<file path="config.mk">
export PLATFORM = sky130hd
export DESIGN_NAME = block_rms_level_meter_flat
export DESIGN_NICKNAME = d
export VERILOG_FILES = /design/src/hdl/rms_pkg.sv /design/src/hdl/rms_if.sv /design/src/hdl/block_rms_level_meter.sv /design/src/flat_wrapper.sv
export SDC_FILE = /design/constraint.sdc
export NUM_CORES = 1
export LEC_CHECK = 0
export BUFFER_PORTS_ARGS = -buffer_cell sky130_fd_sc_hd__buf_4
export CAP_MARGIN = 25
export CORE_MARGIN = 3
export CORE_UTILIZATION = 40
export CTS_CLUSTER_DIAMETER = 150
export DETAILED_ROUTE_END_ITERATION = 12
export HOLD_SLACK_MARGIN = 0.03
export MAX_ROUTING_LAYER = met4
export PLACE_DENSITY = 0.6
export SETUP_SLACK_MARGIN = 0.05
export SYNTH_ARGS = -nofsm -noshare
export SYNTH_HDL_FRONTEND = slang
export SYNTH_SLANG_ARGS = --single-unit
</file>
<file path="constraint.sdc">
create_clock -name clk -period 12.3 [get_ports clk]
set_clock_uncertainty 0.1 [all_clocks]
set_input_delay 0 -clock clk [delete_from_list [all_inputs] [get_ports clk]]
set_output_delay 0 -clock clk [all_outputs]
set_load 0.01 [all_outputs]
</file>
<file path="src/hdl/rms_pkg.sv">
package rms_pkg;

  // Largest number of samples counted in one capture block.
  localparam int MAX_FRAMES = 4096;

  localparam int SAMPLE_W = 16;
  localparam int LEVEL_W  = 16;
  // Squares of Q1.15 magnitudes reach 2^30.
  localparam int SQ_W     = 31;
  localparam int CNT_W    = $clog2(MAX_FRAMES + 1);
  localparam int SUM_W    = SQ_W + $clog2(MAX_FRAMES);
  // Square root works on a 32-bit radicand, two bits per step.
  localparam int RAD_W    = 32;
  localparam int ROOT_W   = RAD_W / 2;
  localparam int SREM_W   = ROOT_W + 2;
  localparam int SUB_W    = (CNT_W + 1 > SREM_W + 2) ? CNT_W + 1 : SREM_W + 2;
  localparam int IT_W     = $clog2(SUM_W);

endpackage

</file>
<file path="src/hdl/rms_if.sv">
interface rms_in_if;
  import rms_pkg::*;
  logic                       valid;
  logic                       ready;
  logic signed [SAMPLE_W-1:0] sample;
  logic                       has_sample;
  logic                       block_end;

  modport source (output valid, output sample, output has_sample, output block_end,
                  input ready);
  modport sink (input valid, input sample, input has_sample, input block_end,
                output ready);
endinterface

interface rms_out_if;
  import rms_pkg::*;
  logic               valid;
  logic               ready;
  logic [LEVEL_W-1:0] rms_level;
  logic               samples_dropped;

  modport source (output valid, output rms_level, output samples_dropped, input ready);
  modport sink (input valid, input rms_level, input samples_dropped, output ready);
endinterface

</file>
<file path="src/hdl/block_rms_level_meter.sv">
// An idle beat is taken in the accept step alone; a counted sample passes accept, square and add.
// A closing beat then passes close, the divide steps, the square root steps and output;
// an empty block goes from close straight to output. The shared subtractor runs
// one restoring divide step per cycle, then one square root step per cycle.
// Throughput: one beat at a time; in_ready is high only while the sequencer waits for input.
// Reset (synchronous, active low) clears the sum, count, drop flag, sequencer and out_valid.
module block_rms_level_meter
  import rms_pkg::*;
(
  input  logic       clk,
  input  logic       rst_n,
  rms_in_if.sink     in_ch,
  rms_out_if.source  out_ch
);

  typedef enum logic [2:0] {
    ST_IDLE,
    ST_MUL,
    ST_ACC,
    ST_CLOSE,
    ST_DIV,
    ST_SQRT,
    ST_OUT
  } state_t;

  state_t              state_r;
  logic [SUM_W-1:0]    sum_r;
  logic [CNT_W-1:0]    cnt_r;
  logic                ovf_r;
  logic                end_r;
  logic [SAMPLE_W-1:0] mag_r;
  logic [SQ_W-1:0]     prod_r;
  logic [SUM_W-1:0]    quo_r;
  logic [CNT_W-1:0]    rem_r;
  logic [RAD_W-1:0]    rad_r;
  logic [SREM_W-1:0]   srem_r;
  logic [ROOT_W-1:0]   root_r;
  logic [IT_W-1:0]     it_r;
  logic [LEVEL_W-1:0]  level_r;
  logic                out_valid_r;
  logic [LEVEL_W-1:0]  out_level_r;
  logic                out_drop_r;

  logic                in_fire;
  logic [SAMPLE_W-1:0] mag;
  logic [2*SAMPLE_W-1:0] square;
  logic [SUB_W-1:0]    sub_a;
  logic [SUB_W-1:0]    sub_b;
  logic [SUB_W:0]      sub_d;
  logic                fits;
  logic                qbit_last;

  assign in_ch.ready            = (state_r == ST_IDLE);
  assign in_fire                = in_ch.valid && in_ch.ready;
  assign out_ch.valid           = out_valid_r;
  assign out_ch.rms_level       = out_level_r;
  assign out_ch.samples_dropped = out_drop_r;

  assign mag    = in_ch.sample[SAMPLE_W-1] ? SAMPLE_W'(-in_ch.sample) : in_ch.sample;
  assign square = mag_r * mag_r;

  // One subtractor serves both the divide and the square root steps.
  always_comb begin
    case (state_r)
      ST_DIV: begin
        sub_a = SUB_W'({rem_r, quo_r[SUM_W-1]});
        sub_b = SUB_W'(cnt_r);
      end
      ST_SQRT: begin
        sub_a = SUB_W'({srem_r, rad_r[RAD_W-1 -: 2]});
        sub_b = SUB_W'({root_r, 2'b01});
      end
      default: begin
        sub_a = '0;
        sub_b = '0;
      end
    endcase
  end

  assign sub_d     = {1'b0, sub_a} - {1'b0, sub_b};
  assign fits      = !sub_d[SUB_W];
  assign qbit_last = fits;

  always_ff @(posedge clk) begin
    if (!rst_n) begin
      state_r     <= ST_IDLE;
      sum_r       <= '0;
      cnt_r       <= '0;
      ovf_r       <= 1'b0;
      out_valid_r <= 1'b0;
    end else begin
      // In the output step the result register is handled below.
      if (out_valid_r && out_ch.ready && (state_r != ST_OUT)) begin
        out_valid_r <= 1'b0;
      end
      case (state_r)
        ST_IDLE: begin
          if (in_fire) begin
            end_r <= in_ch.block_end;
            mag_r <= mag;
            if (in_ch.has_sample && (cnt_r < CNT_W'(MAX_FRAMES))) begin
              state_r <= ST_MUL;
            end else begin
              if (in_ch.has_sample) begin
                ovf_r <= 1'b1;
              end
              if (in_ch.block_end) begin
                state_r <= ST_CLOSE;
              end
            end
          end
        end
        ST_MUL: begin
          prod_r  <= square[SQ_W-1:0];
          state_r <= ST_ACC;
        end
        ST_ACC: begin
          sum_r   <= sum_r + SUM_W'(prod_r);
          cnt_r   <= cnt_r + 1'b1;
          state_r <= end_r ? ST_CLOSE : ST_IDLE;
        end
        ST_CLOSE: begin
          quo_r <= sum_r;
          rem_r <= '0;
          it_r  <= '0;
          if (cnt_r == '0) begin
            level_r <= '0;
            state_r <= ST_OUT;
          end else begin
            state_r <= ST_DIV;
          end
        end
        ST_DIV: begin
          rem_r <= fits ? sub_d[CNT_W-1:0] : sub_a[CNT_W-1:0];
          quo_r <= {quo_r[SUM_W-2:0], qbit_last};
          if (it_r == IT_W'(SUM_W - 1)) begin
            // The mean never passes 2^30, so it fits the radicand.
            rad_r   <= RAD_W'({quo_r[SUM_W-2:0], qbit_last});
            srem_r  <= '0;
            root_r  <= '0;
            it_r    <= '0;
            state_r <= ST_SQRT;
          end else begin
            it_r <= it_r + 1'b1;
          end
        end
        ST_SQRT: begin
          srem_r <= fits ? sub_d[SREM_W-1:0] : sub_a[SREM_W-1:0];
          root_r <= {root_r[ROOT_W-2:0], fits};
          rad_r  <= {rad_r[RAD_W-3:0], 2'b00};
          if (it_r == IT_W'(ROOT_W - 1)) begin
            level_r <= {root_r[ROOT_W-2:0], fits};
            state_r <= ST_OUT;
          end else begin
            it_r <= it_r + 1'b1;
          end
        end
        ST_OUT: begin
          // Wait for the result register to drain before loading the new level.
          if (!out_valid_r || out_ch.ready) begin
            out_valid_r <= 1'b1;
            out_level_r <= level_r;
            out_drop_r  <= ovf_r;
            sum_r       <= '0;
            cnt_r       <= '0;
            ovf_r       <= 1'b0;
            state_r     <= ST_IDLE;
          end
        end
        default: begin
          state_r <= ST_IDLE;
        end
      endcase
    end
  end

  a_cnt_bound: assert property (@(posedge clk) disable iff (!rst_n)
    cnt_r <= CNT_W'(MAX_FRAMES))
    else $error("sample count passed the block limit");

  a_rem_bound: assert property (@(posedge clk) disable iff (!rst_n)
    (state_r == ST_DIV) |-> (rem_r < cnt_r))
    else $error("divide remainder not below the sample count");

  a_out_src: assert property (@(posedge clk) disable iff (!rst_n)
    $rose(out_valid_r) |-> ($past(state_r) == ST_OUT))
    else $error("result beat raised outside the output step");

  a_level_max: assert property (@(posedge clk) disable iff (!rst_n)
    out_valid_r |-> (out_level_r <= LEVEL_W'(32768)))
    else $error("level above full scale");

  a_clear: assert property (@(posedge clk) disable iff (!rst_n)
    ($past(state_r) == ST_OUT && state_r == ST_IDLE) |-> (cnt_r == '0 && !ovf_r))
    else $error("block state not cleared after a result");

endmodule

</file>
<file path="src/flat_wrapper.sv">
// flat-port wrapper written by rule: the top's interface ports become plain ports
module block_rms_level_meter_flat import rms_pkg::*;
  (clk, rst_n, in_ch_valid, in_ch_sample, in_ch_has_sample, in_ch_block_end, in_ch_ready, out_ch_valid, out_ch_rms_level, out_ch_samples_dropped, out_ch_ready);
  rms_in_if in_ch_i ();
  rms_out_if out_ch_i ();
  input  logic clk;
  input  logic rst_n;
  input wire logic [$bits(in_ch_i.valid)-1:0] in_ch_valid;
  input wire logic [$bits(in_ch_i.sample)-1:0] in_ch_sample;
  input wire logic [$bits(in_ch_i.has_sample)-1:0] in_ch_has_sample;
  input wire logic [$bits(in_ch_i.block_end)-1:0] in_ch_block_end;
  output wire logic [$bits(in_ch_i.ready)-1:0] in_ch_ready;
  output wire logic [$bits(out_ch_i.valid)-1:0] out_ch_valid;
  output wire logic [$bits(out_ch_i.rms_level)-1:0] out_ch_rms_level;
  output wire logic [$bits(out_ch_i.samples_dropped)-1:0] out_ch_samples_dropped;
  input wire logic [$bits(out_ch_i.ready)-1:0] out_ch_ready;
  assign in_ch_i.valid = in_ch_valid;
  assign in_ch_i.sample = in_ch_sample;
  assign in_ch_i.has_sample = in_ch_has_sample;
  assign in_ch_i.block_end = in_ch_block_end;
  assign in_ch_ready = in_ch_i.ready;
  assign out_ch_valid = out_ch_i.valid;
  assign out_ch_rms_level = out_ch_i.rms_level;
  assign out_ch_samples_dropped = out_ch_i.samples_dropped;
  assign out_ch_i.ready = out_ch_ready;
  block_rms_level_meter u_core (.clk(clk), .rst_n(rst_n), .in_ch(in_ch_i), .out_ch(out_ch_i));
endmodule
</file>
# == Word level (Yosys, flattened, before mapping) ==
# Index checks and enable logic that the tools add are counted.
# op_classes
add_sub_neg,5
n_mul,1
magnitude_cmp,1
n_eq_ne,18
mux,40
n_reduce_logical,25
# op_table
op,n
one-hot mux 43 bit (2 select lines),2
one-hot mux 18 bit (2 select lines),2
one-hot mux 16 bit (2 select lines),2
one-hot mux 32 bit (2 select lines),1
one-hot mux 13 bit (2 select lines),2
two-way mux 16 bit,3
adder 43 x 31 -> 43 bit,1
two-way mux 43 bit,1
one-hot mux 20 bit (2 select lines),1
two-way mux 18 bit,2
two-way mux 32 bit,1
multiplier 16 x 16 -> 31 bit,1
two-way mux 13 bit,2
one-hot mux 3 bit (7 select lines),1
subtractor 20 x 18 -> 21 bit,1
two-way mux 3 bit,6
one-hot mux 6 bit (3 select lines),1
negator 16 bit,1
two-way mux 15 bit,1
adder 13 x 1 -> 13 bit (second input constant),1
zero test 13 bit,1
less-than comparator 13 bit (second input constant),1
two-way mux 6 bit,2
AND reduction 3 bit,4
21 further kinds,49
# totals
register_bits,270
out_inout_bits,19
elab_cells,108

# == Longest topological paths before layout ==
# logic_depth
depth_word,6
depth_mapped,24

# == Worst setup path after synthesis ==
# No wires, ideal clock.
# synth_path
path_kind,register to register
from,register u_core.it_r[2]
to,"register u_core.rad_r[0], enable pin"
setup_time_ns,0.588
t_arrival_ns,5.678
path_slack_ns,5.933
path_stages_with_launch,4
path_buffers,0
period_less_slack_ns,6.367
path_cell_list,edfxtp_1 > nor3b_1 > nand3_1 > a211oi_1
# synth_between
elab_chain_cells,3
# synth_lines
element,line,rtl
from (decl),block_rms_level_meter.sv:38,logic [IT_W-1:0] it_r;
from (signal assigned),block_rms_level_meter.sv:144,it_r <= it_r + 1'b1;
from (signal assigned),block_rms_level_meter.sv:155,it_r <= it_r + 1'b1;
== test 6 bit,block_rms_level_meter.sv:136,if (it_r == IT_W'(SUM_W - 1)) begin
!= test 2 x 1 -> 1 bit (no source line),n/a,
AND reduction 3 bit (no source line),n/a,
to (signal assigned),block_rms_level_meter.sv:138,"rad_r <= RAD_W'({quo_r[SUM_W-2:0], qbit_last});"
to (signal assigned),block_rms_level_meter.sv:150,"rad_r <= {rad_r[RAD_W-3:0], 2'b00};"
to (decl),block_rms_level_meter.sv:35,logic [RAD_W-1:0] rad_r;
# Every way passes these cells.
# A chain may end at the register's enable or synchronous reset.

# == Worst setup path in the final report ==
# layout_path
from,register u_core.mag_r[3]
to,register u_core.prod_r[28] (data pin)
# layout_between
elab_chain_cells,1
# layout_lines
element,line,rtl
from (decl),block_rms_level_meter.sv:31,logic [SAMPLE_W-1:0] mag_r;
from (signal assigned),block_rms_level_meter.sv:100,mag_r <= mag;
multiplier 16 x 16 -> 31 bit,block_rms_level_meter.sv:60,assign square = mag_r * mag_r;
net u_core.square[28],block_rms_level_meter.sv:46,logic [2*SAMPLE_W-1:0] square;
to (signal assigned),block_rms_level_meter.sv:114,prod_r <= square[SQ_W-1:0];
to (decl),block_rms_level_meter.sv:32,logic [SQ_W-1:0] prod_r;
# The timed path passes the listed nets, and every way through them passes these cells.

==> flow_summary.yaml <==
clock_tree:
  clock_latency_ns: 0.59
  cts_sinks: 269
  cts_made_buffers: 30
  clkSlewWorstSetupHoldPaths_ns: 0.06
  cts-root-buf: "clkbuf_16"
  tritoncts: "built"
  clk_path_buf_depth: 3
  ctsHtreeMaxLevel: 1
die:
  die_area_um2: 53900
  start_util_pct: 40.6
  core_area_um2: 50400
  io_pins: 41
  die_h_um: 232
  rows: 82
  die_x_um: 232
status:
  status: "completed"
placed_design:
  port_buffers: 40
  place_congestion: 0.875
  place_hpwl_um: 32800
grt:
  grtUsageMet1_pct: 21.8
  antenna_found_initial: 0
  overflow: 0
  use_met2_pct: 28.9
  grt_pass1_vias: 14838
  gr-usage-met3_pct: 1.59
  grt_first_pass_wirelength_um: 74100
  gr-usage-all-layers_pct: 17.1
  grt_max_degree: 69
  grt_busiest_layer: "met2"
logic_synthesis:
  async_flop_share_pct: 0
  synth.distinct_cells: 79
  synth.top_cell.area_share_pct: 30.5
  syn_area_um2: 20500
  synthCells: 2084
  synth_edf_count: 208
  yosys_warnings: 0
  synth_nets: 2420
  seq_area_frac_synth_pct: 36.5
  ys_top_cells_by_area: "edfxtp_1 31%, fa_1 16%, ha_1 9.2%"
  synth-seq-cells: 269
  yosysTopAreaCell: "edfxtp_1"
  syn_avg_cell_area_um2: 9.82
  synthFlopType: "edfxtp_1"
routing:
  drt-initial-drc-count: 711
  wire_per_inst_um: 15.4
  drc_errors: 0
  finalWirelength_um: 43500
  vias_per_cell: 5.08
  antenna_left: 0
  num_vias: 14352
  first_pass_iters: 5
worst_setup_path:
  crit_required_ns: 12.54
  r2r_slack_ns: 5.42
  worstRegToRegCells: 20
  crit_type: "flop to flop"
  r2r-end: "u_core.prod_r[28]"
  cp.arrival_ns: 7.12
  critPathMaxFanout: 14
  rr_startpoint: "u_core.mag_r[3]"
  start_kind: "flop"
  end_kind: "flop"
  crit_path_start: "u_core.mag_r[3]"
timing:
  slew_violations: 0
  max_slew_margin_pct: 30.2
  worst_slew_pin_slew_ns: 1.05
  worst_hold_slack_ns: 0.0937
  rsz0062_at_grt: "false"
  fin_setup_tns_ns: 0
  hold_viol_final: 0
  fmax_ghz: 0.145
  setup_violations: 0
  fin_crit_ns: 6.88
  fin_crit_sh_pct: 56.0
worst_hold_path:
  worstHoldPathType: "input port to flop"
  hold_path_depth: 2
  hold_start: "in_ch_sample[0]"
  min_to: "u_core.mag_r[0]"
final_layout:
  layout.nets: 2466
  drive_above_1_share_pct: 6.73
  diodes: 0
  area_growth_pct: 11.9
  fin_util_pct: 45.4
job:
  drv_cap: 0
stage by stage:
| step | instances | instance area (µm²) | setup slack [ns] |
|---|---|---|---|
| 2_1_floorplan | 2084 | 20500 | 5.93 |
| 3_3_place_gp | 2729 | 21400 | 5.60 |
| 3_5_place_dp | 2730 | 21400 | 5.40 |
| 4_1_cts | 2825 | 22900 | 5.42 |
| 5_1_grt | 2826 | 22900 | 4.97 |
| 6_report | 2826 | 22900 | 5.42 |
logic make-up (layout without fill, tap and decap cells):
group | count (synthesis) | in the layout | synth area share (%)
and+or+nand+nor | 704 | 704 | 15.3
buffers and inverters | 338 | 408 | 6.34
AOI/OAI and AO/OA | 332 | 332 | 11.1
adders and majority gates | 314 | 314 | 25.2
DFF | 269 | 269 | 36.5
xor gates and xnor gates | 107 | 107 | 4.58
muxes | 20 | 20 | 0.997
state kept, by name, summed over array words and instances (netlist names), 3 cells and up:
register                 cells
u_core.quo_r                43
u_core.root_r               16
u_core.it_r                  6
u_core.mag_r                16
u_core.rem_r                13
u_core.level_r              16
u_core.srem_r               18
u_core.prod_r               30
u_core.state_r               3
u_core.out_ch.rms_level     16
u_core.cnt_r                13
u_core.rad_r                32
u_core.sum_r                43
synthesized netlist by cell type, types with 7 or more instances:
library cell,number
a22o_2,9
a31o_2,7
o211ai_1,11
nand2b_1,14
nand3_1,31
o21bai_1,12
o31ai_1,9
mux2i_1,17
nand4_1,14
nor2b_1,13
nor3_1,14
xor2_1,37
a21oi_1,87
and2_1,71
nor2_1,132
edfxtp_1,208
inv_1,257
dfxtp_1,61
and3_1,17
xnor2_1,70
a22oi_1,15
o21ai_0,64
buf_2,7
clkbuf_1,65
o21a_1,7
ha_1,150
a21o_1,36
fa_1,164
nand2_1,373
a31oi_1,12
layout by cell type (no fill, tap or decap), types with 9 or more instances in the layout:
master	synthesis	layout
nand3_1	31	31
nand2_1	373	373
xor2_1	37	37
and2_1	71	71
buf_4	0	52
a21oi_1	87	87
clkbuf_16	0	31
nor3_1	14	13
inv_1	257	257
nand4_1	14	14
dfxtp_1	61	61
o31ai_1	9	9
and3_1	17	17
a22o_2	9	9
a31oi_1	12	12
o211ai_1	11	11
dlygate4sd3_1	0	39
fa_1	164	164
a21o_1	36	36
mux2i_1	17	17
nor2b_1	13	13
xnor2_1	70	70
nor2_1	132	129
a22oi_1	15	15
edfxtp_1	208	208
nand2b_1	14	13
o21bai_1	12	12
o21ai_0	64	63
ha_1	150	150
critical path: stages, from the launching register on:
cell and delay (ns):
edfxtp_1 0.59, inv_1 0.26, nor2_1 0.12, fa_1 0.54, inv_1 0.05, fa_1 0.47
inv_1 0.05, fa_1 0.51, fa_1 0.53, fa_1 0.55, inv_1 0.05, fa_1 0.53
inv_1 0.04, ha_1 0.35, a211oi_1 0.51, a21oi_1 0.15, o21ai_0 0.25, a32oi_1 0.14
a221o_1 0.38, o41ai_1 0.36, xnor2_1 0.11
layout make-up:
class	instances	area, µm²
clock inverters	17	196
multi-input cells	1477	11700
inverters	259	972
fillers	4787	27500
clock buffers	39	846
flip-flops and latches	269	7470
well taps	672	841
repair buffers	93	820
metal layers:
layer,share of wire [%],up-vias,wire length [µm]
li1,-,7064,-
met4,2.8,0,1200
met3,3.2,73,1390
met5,0,-,0
met1,46,6947,19800
met2,49,268,21100
timing repair:
item / in CTS / in global routing
resized for setup: 0 / 0
hold buffers: 39 / 0
hold endpoints to repair: 61 / 0
buffers inserted: 0 / 0
how the worst max path moves through the flow:
| stage | end | slack, ns |
|---|---|---|
| after detailed placement | u_core.prod_r[28] | 5.40 |
| after global routing | u_core.prod_r[28] | 4.97 |
| after CTS | u_core.prod_r[28] | 5.42 |
| after global placement | u_core.prod_r[28] | 5.60 |
| after floorplan | u_core.rad_r[0] | 5.93 |
| final | u_core.prod_r[28] | 5.42 |
Power is left out: the tool's default activity adds up to more than one toggle a clock period on the data nets, which glitch-free logic cannot reach.
